===== src/rtl/core/cdq_pkg.sv =====
// Package for the circular deque ring: action and status codes, widths.
// No dependencies; imported by circular_deque_ring.
`default_nettype none
package cdq_pkg;

  localparam int unsigned DEPTH_DEF = 8;
  localparam int unsigned VALUE_W   = 32;
  localparam int unsigned ACTION_W  = 3;
  localparam int unsigned STATUS_W  = 2;

  typedef enum logic [ACTION_W-1:0] {
    ACT_PUSH_REAR  = 3'd0,
    ACT_POP_FRONT  = 3'd1,
    ACT_LIST       = 3'd2,
    ACT_PUSH_FRONT = 3'd3,
    ACT_POP_REAR   = 3'd4
  } action_t;

  typedef enum logic [STATUS_W-1:0] {
    ST_DONE     = 2'd0,
    ST_OVERFLOW = 2'd1,
    ST_EMPTY    = 2'd2
  } status_t;

endpackage
`default_nettype wire


===== src/rtl/core/circular_deque_ring.sv =====
// Double-ended queue on a ring of DEPTH signed words held in one memory.
// Uses cdq_pkg for action and status codes and widths.
//
// Push and pop items each give one result item. A list item of n stored entries
// gives n results (one EMPTY result for an empty ring): taking it starts the
// read at the front, then the entries come from the single registered read port
// of the ring memory, one per cycle unless the far side stalls, and no new item
// is taken until the last entry of the listing is loaded into the output
// register. An item is also held off while the output register keeps a result
// that the far side stalls. Action codes 5 to 7 are taken and give no result.
// Pops return no value; entry_value is zero on all results but listed entries.
`default_nettype none
module circular_deque_ring #(
  parameter int unsigned DEPTH = cdq_pkg::DEPTH_DEF
) (
  input  wire logic                                clk,
  input  wire logic                                rst_n,
  input  wire logic                                in_valid,
  output logic                                     in_stall,
  input  wire logic [cdq_pkg::ACTION_W-1:0]        in_action,
  input  wire logic signed [cdq_pkg::VALUE_W-1:0]  in_push_value,
  output logic                                     out_valid,
  input  wire logic                                out_stall,
  output logic [cdq_pkg::STATUS_W-1:0]             out_status,
  output logic signed [cdq_pkg::VALUE_W-1:0]       out_entry_value,
  output logic                                     out_last
);
  import cdq_pkg::*;

  localparam int unsigned IDX_W = (DEPTH > 1) ? $clog2(DEPTH) : 1;
  localparam int unsigned CNT_W = $clog2(DEPTH + 1);
  localparam logic [IDX_W-1:0] IDX_LAST = IDX_W'(DEPTH - 1);
  localparam logic [CNT_W-1:0] CNT_FULL = CNT_W'(DEPTH);

  typedef enum logic {S_IDLE, S_LIST} state_t;

  function automatic logic [IDX_W-1:0] idx_next(input logic [IDX_W-1:0] i);
    return (i == IDX_LAST) ? '0 : i + IDX_W'(1);
  endfunction

  function automatic logic [IDX_W-1:0] idx_prev(input logic [IDX_W-1:0] i);
    return (i == '0) ? IDX_LAST : i - IDX_W'(1);
  endfunction

  logic signed [VALUE_W-1:0] ring_mem [DEPTH];
  logic signed [VALUE_W-1:0] rdata_r;

  state_t                    state_r, state_nxt;
  logic [IDX_W-1:0]          front_r, front_nxt;
  logic [IDX_W-1:0]          rear_r, rear_nxt;
  logic [CNT_W-1:0]          count_r, count_nxt;
  logic [IDX_W-1:0]          list_idx_r, list_idx_nxt;
  logic [CNT_W-1:0]          left_r, left_nxt;
  logic                      out_valid_r, out_valid_nxt;
  logic [STATUS_W-1:0]       out_status_r, out_status_nxt;
  logic signed [VALUE_W-1:0] out_value_r, out_value_nxt;
  logic                      out_last_r, out_last_nxt;

  logic                      out_free;
  logic                      accept;
  logic                      wr_en;
  logic [IDX_W-1:0]          wr_addr;
  logic                      rd_en;
  logic [IDX_W-1:0]          rd_addr;

  assign out_free  = !out_valid_r || !out_stall;
  assign in_stall  = !((state_r == S_IDLE) && out_free);
  assign accept    = in_valid && !in_stall;

  always_comb begin
    state_nxt      = state_r;
    front_nxt      = front_r;
    rear_nxt       = rear_r;
    count_nxt      = count_r;
    list_idx_nxt   = list_idx_r;
    left_nxt       = left_r;
    out_valid_nxt  = out_valid_r && out_stall;
    out_status_nxt = out_status_r;
    out_value_nxt  = out_value_r;
    out_last_nxt   = out_last_r;
    wr_en          = 1'b0;
    wr_addr        = '0;
    rd_en          = 1'b0;
    rd_addr        = '0;

    if (accept) begin
      case (in_action)
        ACT_PUSH_REAR, ACT_PUSH_FRONT: begin
          out_valid_nxt = 1'b1;
          out_value_nxt = '0;
          out_last_nxt  = 1'b1;
          if (count_r == CNT_FULL) begin
            out_status_nxt = ST_OVERFLOW;
          end else begin
            out_status_nxt = ST_DONE;
            wr_en          = 1'b1;
            count_nxt      = count_r + CNT_W'(1);
            if (count_r == '0) begin
              front_nxt = '0;
              rear_nxt  = '0;
              wr_addr   = '0;
            end else if (in_action == ACT_PUSH_REAR) begin
              rear_nxt = idx_next(rear_r);
              wr_addr  = idx_next(rear_r);
            end else begin
              front_nxt = idx_prev(front_r);
              wr_addr   = idx_prev(front_r);
            end
          end
        end
        ACT_POP_FRONT, ACT_POP_REAR: begin
          out_valid_nxt = 1'b1;
          out_value_nxt = '0;
          out_last_nxt  = 1'b1;
          if (count_r == '0) begin
            out_status_nxt = ST_EMPTY;
          end else begin
            out_status_nxt = ST_DONE;
            count_nxt      = count_r - CNT_W'(1);
            if (count_r == CNT_W'(1)) begin
              front_nxt = '0;
              rear_nxt  = '0;
            end else if (in_action == ACT_POP_FRONT) begin
              front_nxt = idx_next(front_r);
            end else begin
              rear_nxt = idx_prev(rear_r);
            end
          end
        end
        ACT_LIST: begin
          if (count_r == '0) begin
            out_valid_nxt  = 1'b1;
            out_status_nxt = ST_EMPTY;
            out_value_nxt  = '0;
            out_last_nxt   = 1'b1;
          end else begin
            rd_en        = 1'b1;
            rd_addr      = front_r;
            list_idx_nxt = idx_next(front_r);
            left_nxt     = count_r;
            state_nxt    = S_LIST;
          end
        end
        default: begin
        end
      endcase
    end

    if ((state_r == S_LIST) && out_free) begin
      out_valid_nxt  = 1'b1;
      out_status_nxt = ST_DONE;
      out_value_nxt  = rdata_r;
      out_last_nxt   = (left_r == CNT_W'(1));
      left_nxt       = left_r - CNT_W'(1);
      if (left_r == CNT_W'(1)) begin
        state_nxt = S_IDLE;
      end else begin
        rd_en        = 1'b1;
        rd_addr      = list_idx_r;
        list_idx_nxt = idx_next(list_idx_r);
      end
    end
  end

  always_ff @(posedge clk) begin
    if (wr_en) begin
      ring_mem[wr_addr] <= in_push_value;
    end
    if (rd_en) begin
      rdata_r <= ring_mem[rd_addr];
    end
  end

  always_ff @(posedge clk) begin
    if (!rst_n) begin
      state_r     <= S_IDLE;
      front_r     <= '0;
      rear_r      <= '0;
      count_r     <= '0;
      list_idx_r  <= '0;
      left_r      <= '0;
      out_valid_r <= 1'b0;
    end else begin
      state_r     <= state_nxt;
      front_r     <= front_nxt;
      rear_r      <= rear_nxt;
      count_r     <= count_nxt;
      list_idx_r  <= list_idx_nxt;
      left_r      <= left_nxt;
      out_valid_r <= out_valid_nxt;
    end
    out_status_r <= out_status_nxt;
    out_value_r  <= out_value_nxt;
    out_last_r   <= out_last_nxt;
  end

  assign out_valid       = out_valid_r;
  assign out_status      = out_status_r;
  assign out_entry_value = out_value_r;
  assign out_last        = out_last_r;

  a_count_bound: assert property (@(posedge clk) disable iff (!rst_n)
    count_r <= CNT_FULL)
    else $error("occupancy above ring depth");

  a_list_left: assert property (@(posedge clk) disable iff (!rst_n)
    (state_r == S_LIST) |-> (left_r != '0) && (left_r <= count_r))
    else $error("listing count out of range");

  a_no_accept_in_list: assert property (@(posedge clk) disable iff (!rst_n)
    (state_r == S_LIST) |-> in_stall)
    else $error("item taken during listing");

  a_status_zero_value: assert property (@(posedge clk) disable iff (!rst_n)
    (out_valid_r && (out_status_r != ST_DONE)) |-> (out_value_r == '0) && out_last_r)
    else $error("status result carries a value or is not last");

  a_empty_indices: assert property (@(posedge clk) disable iff (!rst_n)
    (count_r == '0) |-> (front_r == '0) && (rear_r == '0))
    else $error("empty ring with nonzero indices");

endmodule
`default_nettype wire


===== config.mk =====
export PLATFORM = sky130hd
export DESIGN_NAME = circular_deque_ring
export DESIGN_NICKNAME = d
export VERILOG_FILES = /design/src/rtl/core/cdq_pkg.sv /design/src/rtl/core/circular_deque_ring.sv
export SDC_FILE = /design/constraint.sdc
export NUM_CORES = 1
export LEC_CHECK = 0
export BUFFER_PORTS_ARGS = -buffer_cell sky130_fd_sc_hd__buf_2
export CAP_MARGIN = 20
export CORE_MARGIN = 2
export CORE_UTILIZATION = 45
export CTS_BUF_LIST = sky130_fd_sc_hd__clkbuf_8
export DETAILED_ROUTE_END_ITERATION = 12
export GPL_TIMING_DRIVEN = 0
export PLACE_DENSITY_LB_ADDON = 0.05
export SLEW_MARGIN = 20
export SYNTH_ARGS = -nofsm -noshare
export SYNTH_HDL_FRONTEND = slang
export SYNTH_SLANG_ARGS = --single-unit

===== constraint.sdc =====
create_clock -name clk -period 3.4 [get_ports clk]
set_input_delay 0.51 -clock clk [delete_from_list [all_inputs] [get_ports clk]]
set_output_delay 0.51 -clock clk [all_outputs]
set_load 0.01 [all_outputs]

# Word-level counts from Yosys, hierarchy flattened
# Memory sizes are Yosys's and may differ from the RTL's. A register that Yosys moved wholly into a read port is not among the register bits.
# Cells that the tools add are included.
totals:
  ram_bits: 256
  n_memories: 1
  out_inout_bits: 37
  regBits: 54
  in_bits: 39
classes:
  bitwise_logic: 1
  addsub: 8
  eq_ne: 19
  reduce_logical: 26
  n_mux: 72
mem_list:
  columns: ["memory", "depth", "width", "read_ports", "rd_ports_with_merged_regs", "wr", "line", "text"]
  rows:
  - ["ring_mem", 8, 32, 1, 1, 1, "circular_deque_ring.sv:45", "logic signed [VALUE_W-1:0] ring_mem [DEPTH];"]
ops:
  columns: ["op", "count"]
  rows:
  - ["$mux W3", 32]
  - ["$mux W32", 3]
  - ["$pmux W32 S2", 1]
  - ["$mux W4", 6]
  - ["$mux W1", 22]
  - ["$ne A3 B3 Y1 const B", 5]
  - ["$eq A3 B3 Y1 const B", 4]
  - ["$pmux W3 S2", 2]
  - ["$reduce_and A6 Y1", 2]
  - ["$add A3 B1 Y3 const B", 3]
  - ["$logic_not A3 Y1", 3]
  - ["$reduce_and A3 Y1", 3]
  - ["$eq A4 B1 Y1 const B", 2]
  - ["$pmux W4 S2", 1]
  - ["$sub A4 B1 Y4 const B", 2]
  - ["$eq A3 B2 Y1 const B", 2]
  - ["$ne A2 B2 Y1 const B", 3]
  - ["$pmux W2 S3", 1]
  - ["$reduce_bool A2 Y1", 3]
  - ["$reduce_bool A3 Y1", 2]
  - ["$sub A3 B1 Y3 const B", 2]
  - ["$add A4 B1 Y4 const B", 1]
  - ["$eq A4 B4 Y1 const B", 1]
  - ["$logic_and A1 B1 Y1", 4]
  - ["other kinds (11)", 16]

# Depth between registers and ports, before layout
logic_depth:
  depth_word: 7
  depth_mapped: 10
  depth_no_buf: 8

# Worst setup path before layout
# OpenSTA, ideal clock, no wires.
synth_path:
  path_type: "in2reg"
  startpoint: "input port in_action[2] in the netlist's numbering"
  endpoint: "memory ring_mem[1][0], enable pin"
  stages: 6
  arrival_time_ns: 3.060
  path_buffers: 1
  setup_slack_ns: -0.081
  path_cell_list: "buf_2 -> nor3_1 -> mux2_2 -> nand2_1 -> nand2_1 -> nor2_1"
synth_via:
  elab_chain_len: 6
synth_lines:
  columns: ["item", "line", "text"]
  rows:
  - ["start, declared", "circular_deque_ring.sv:20", "input wire logic [cdq_pkg::ACTION_W-1:0] in_action,"]
  - ["$eq A3 B2 Y1 / $logic_not A3 Y1 (equally long branches)", "circular_deque_ring.sv:87, circular_deque_ring.sv:102", null]
  - ["$reduce_or A2 Y1 / $mux W3 (equally long branches)", "circular_deque_ring.sv:87, circular_deque_ring.sv:102", null]
  - ["$mux W1 / $mux W3 (equally long branches)", "circular_deque_ring.sv:87, circular_deque_ring.sv:98", null]
  - ["$mux W1 / $mux W3 (equally long branches)", "circular_deque_ring.sv:86, circular_deque_ring.sv:92", null]
  - ["$mux W1 / $mux W3 (equally long branches)", "circular_deque_ring.sv:166, circular_deque_ring.sv:87", null]
  - ["$mux W1 (not written as such) / $mux W3 (equally long branches)", "circular_deque_ring.sv:167, circular_deque_ring.sv:86", null]
  - ["end, declared", "circular_deque_ring.sv:45", null]
# Several ways; a longest one is shown, not always the timed one.

# Worst setup path in the final report
layout_path:
  startpoint: "register count_r[0]"
  endpoint: "memory ring_mem[6][20], enable pin"
layout_via:
  elab_chain_len: 6
layout_lines:
  columns: ["item", "line", "text"]
  rows:
  - ["start, declared", "circular_deque_ring.sv:51", "logic [CNT_W-1:0] count_r, count_nxt;"]
  - ["start signal, assigned", "circular_deque_ring.sv:187", "count_r <= count_nxt;"]
  - ["$eq A4 B4 Y1", "circular_deque_ring.sv:92", "if (count_r == CNT_FULL) begin"]
  - ["$mux W1", "circular_deque_ring.sv:92", null]
  - ["$mux W1", "circular_deque_ring.sv:87", "case (in_action)"]
  - ["$mux W1", "circular_deque_ring.sv:86", "if (accept) begin"]
  - ["$mux W1", "circular_deque_ring.sv:166", "if (wr_en) begin"]
  - ["$mux W1 (not written as such)", "circular_deque_ring.sv:167", "ring_mem[wr_addr] <= in_push_value;"]
# Several ways; a longest one is shown, not always the timed one.

==> results.sh <==
export IMPL_outcome="finished clean"
export IMPL_place_ws_ns=0.0105
export IMPL_drt_iter0_markers=578
export IMPL_drt_pass1_iter_count=4
export IMPL_dr_total_vias=7454
export IMPL_r2r_end="ring_mem[6][20]"
export IMPL_clkLatencyLatePin_ns=0.59
export IMPL_viasPerCell=5.39
export IMPL_synth_xor_area_share_pct=0.249
export IMPL_drive_gt1_share_pct=34.7
export IMPL_numPortBuffers=75
export IMPL_end_kind="flip-flop"
export IMPL_post_dp_hpwl_um=19500
export IMPL_arrival_ns=3.48
export IMPL_power_density_nw_per_um2=521
export IMPL_ctsResizeCount=0
export IMPL_grt_usage_pct=19.3
export IMPL_ys_flop_type="edfxtp_1"
export IMPL_syn_inst=792
export IMPL_cp_max_fo=17
export IMPL_maxCapViolations=0
export IMPL_routedWlPerCell_um=22.6
export IMPL_grt_antenna_before_repair=2
export IMPL_hold_viol=0
export IMPL_setup_worst_path_end="ring_mem[6][20]"
export IMPL_ys_types=59
export IMPL_synth_fa_ha_area_share_pct=1.34
export IMPL_synth_seq_area_share_pct=71.6
export IMPL_synth_simple_gate_area_share_pct=4.91
export IMPL_clock_path_buffers=3
export IMPL_grt_max_degree=22
export IMPL_ys_ff_latch=342
export IMPL_power_leakage_uw=0.00611
export IMPL_dieArea_sq_um=32700
export IMPL_syn_to_final_growth_pct=16.7
export IMPL_r2r_start="count_r[0]"
export IMPL_timing_reg2reg_setup_slack_ns=0.20
export IMPL_critPathRequiredTime_ns=3.69
export IMPL_io_pin_count=76
export IMPL_grt_pass1_vias=7988
export IMPL_period_share_pct=94.1
export IMPL_die_width_um=181
export IMPL_timing_hold_ws_ns=0.187
export IMPL_drtAntennaViolNets=0
export IMPL_root_buffer="clkbuf_8"
export IMPL_finalClockSkew_ns=0.0158
export IMPL_drt_total_wl_um=31200
export IMPL_max_slew_margin_pct=48.3
export IMPL_synthMuxAreaShare_pct=10.6
export IMPL_die_h_um=181
export IMPL_period_needed_ns=3.20
export IMPL_synth_edf_count=321
export IMPL_ir_worst_vdd_mv=0.361
export IMPL_tritoncts="built"
export IMPL_cts_sinks=342
export IMPL_core_sq_um=30700
export IMPL_syn_num_nets=846
export IMPL_path_clk_slew_ns=0.06
export IMPL_cts_buffers=55
export IMPL_h_tree_depth=2
export IMPL_setup_viol=0
export IMPL_gp_congestion=0.793
export IMPL_drc=0
export IMPL_syn_avg_cell_area_sq_um=17.7
export IMPL_fin_ws_ns=0.201
export IMPL_fin_util_pct=53.5
export IMPL_syn_area_sq_um=14100
export IMPL_critPathKind="reg2reg"
export IMPL_grt_first_pass_wirelength_um=47300
export IMPL_finalNetCount=995
export IMPL_max_freq_mhz=313
export IMPL_ys_warn_count=0
export IMPL_hold_class="in2reg"
export IMPL_maxSlewViolCount=0
export IMPL_crit_path_start_kind="flip-flop"
export IMPL_start_util_pct=45.8
export IMPL_grt_remaining_overflow=0
export IMPL_critPathLaunch="count_r[0]"
export IMPL_row_count=64
export IMPL_nFillCells=2494
export IMPL_synth_top_family_by_area="multiplexers"
export IMPL_grt_setup_unrepaired="false"
export IMPL_worst_slew_pin_slew_ns=0.776
export IMPL_synth_async_reset_ratio_pct=0
export IMPL_synth_compound_area_share_pct=9.27
export IMPL_r2r_cells=7
-- power breakdown --
| part | internal, uW | switching (uW) | leakage [uW] |
|---|---|---|---|
| logic | 180 | 292 | 0.00243 |
| clock network | 1750 | 1580 | 0.000597 |
| registers | 4710 | 35.0 | 0.00308 |
| total | 6640 | 1900 | 0.00611 |
-- synthesized netlist by cell type, types with 3 or more instances --
| cell | number | share of area [%] |
|---|---|---|
| clkbuf_1 | 9 | 0.24 |
| a221oi_2 | 31 | 3.3 |
| a211oi_1 | 5 | 0.27 |
| a311oi_1 | 3 | 0.19 |
| mux2i_1 | 66 | 4.7 |
| mux2_4 | 30 | 3.2 |
| o21ai_0 | 5 | 0.18 |
| a21oi_1 | 14 | 0.50 |
| xnor2_1 | 3 | 0.19 |
| o31ai_1 | 3 | 0.16 |
| or3_1 | 4 | 0.18 |
| o21a_1 | 3 | 0.16 |
| nand3_1 | 6 | 0.21 |
| buf_4 | 8 | 0.43 |
| a21oi_2 | 3 | 0.19 |
| o22ai_2 | 30 | 2.7 |
| buf_2 | 15 | 0.53 |
| mux2_2 | 33 | 2.6 |
| ha_1 | 15 | 1.3 |
| edfxtp_1 | 321 | 69 |
| buf_6 | 6 | 0.48 |
| nand2_1 | 26 | 0.69 |
| nand2b_1 | 6 | 0.27 |
| nor2b_1 | 3 | 0.13 |
| nor3_1 | 6 | 0.21 |
| dfxtp_1 | 21 | 3.0 |
| inv_1 | 13 | 0.35 |
| nor2_1 | 31 | 0.83 |
| and2_1 | 33 | 1.5 |
-- cell usage in the layout, fill, tap and decap left out, drive strengths merged, types with 4 or more instances in the layout --
| cell type | Yosys | final |
|---|---|---|
| a211oi | 5 | 5 |
| buf | 29 | 121 |
| nand3 | 6 | 6 |
| nor3 | 6 | 6 |
| and2 | 33 | 33 |
| dfxtp | 21 | 21 |
| mux2 | 64 | 64 |
| mux2i | 66 | 66 |
| o21ai | 5 | 5 |
| a221oi | 33 | 33 |
| nand2 | 27 | 27 |
| inv | 13 | 31 |
| a21oi | 17 | 17 |
| nor2 | 33 | 33 |
| or3 | 4 | 4 |
| edfxtp | 321 | 321 |
| clkbuf | 9 | 64 |
| ha | 15 | 15 |
| clkinv | 0 | 24 |
| nand2b | 6 | 6 |
| o22ai | 32 | 32 |
-- state kept, by name (all words and copies together) (netlist names), 2 cells and up --
signal	flops
rear_r	3
ring_mem	256
list_idx_r	3
front_r	3
out_status	2
count_r	4
rdata_r	32
left_r	4
out_entry_value	32
-- stage by stage --
stage	TNS (ns)	instance area, sq um	total power [uW]	instances
final	0	16400	8540	1383
after global routing	0	16400	8890	1382
after CTS	0	16400	8640	1378
after detailed placement	0	15300	5310	1276
after global placement	-372.99	14900	5250	1263
after floorplan	-0.263	14100	5090	792
-- metal layers --
layer,global-route usage (%),up-vias,wire length (um)
li1,-,3448,-
met1,24.3,3774,13200
met2,33.9,186,16100
met3,3.69,46,1350
met4,5.29,0,578
met5,0,-,0
-- layout make-up --
| type | instances | area (sq um) | share of cell area, % |
|---|---|---|---|
| sequential | 342 | 10100 | 61.3 |
| multi-input combinational | 399 | 3770 | 23.0 |
| clock buffer | 55 | 757 | 4.61 |
| timing repair buffer | 92 | 746 | 4.54 |
| tap | 396 | 495 | 3.02 |
| clock inverter | 47 | 288 | 1.75 |
| buffer | 38 | 236 | 1.44 |
| inverter | 13 | 48.8 | 0.297 |
| antenna | 1 | 2.50 | 0.0153 |
-- kinds of logic after synthesis --
logic type / Yosys count
DFF: 342
adders and majority gates: 15
AOI/OAI and AO/OA: 121
buffers and inverters: 51
and+or+nand+nor: 129
xor gates and xnor gates: 4
muxes: 130
-- worst min-delay path by stage --
stage / from / end / slack (ns) / cells after the start
after CTS: in_push_value[29] / ring_mem[5][29] / 0.14 / 1
after global placement: out_status[0] / out_status[0] / 0.44 / 2
after detailed placement: out_status[0] / out_status[0] / 0.46 / 2
final: in_push_value[15] / ring_mem[7][15] / 0.19 / 1
after floorplan: rear_r[2] / rear_r[2] / 0.47 / 2
after global routing: in_push_value[10] / ring_mem[0][10] / 0.16 / 1
-- worst max-delay path: stages (launching register included) --
cell and delay [ns]:
dfxtp_1 0.43, inv_1 0.11, ha_1 0.27, nor2b_1 0.19, nor4_1 0.56, nand2_1 0.41
nor2_4 0.66, buf_16 0.25
-- repair_timing --
action,CTS,global route
setup endpoints to repair,0,34
setup buffers,0,4
hold buffers,0,0
No activity file was read; power rests on OpenSTA's default activity.
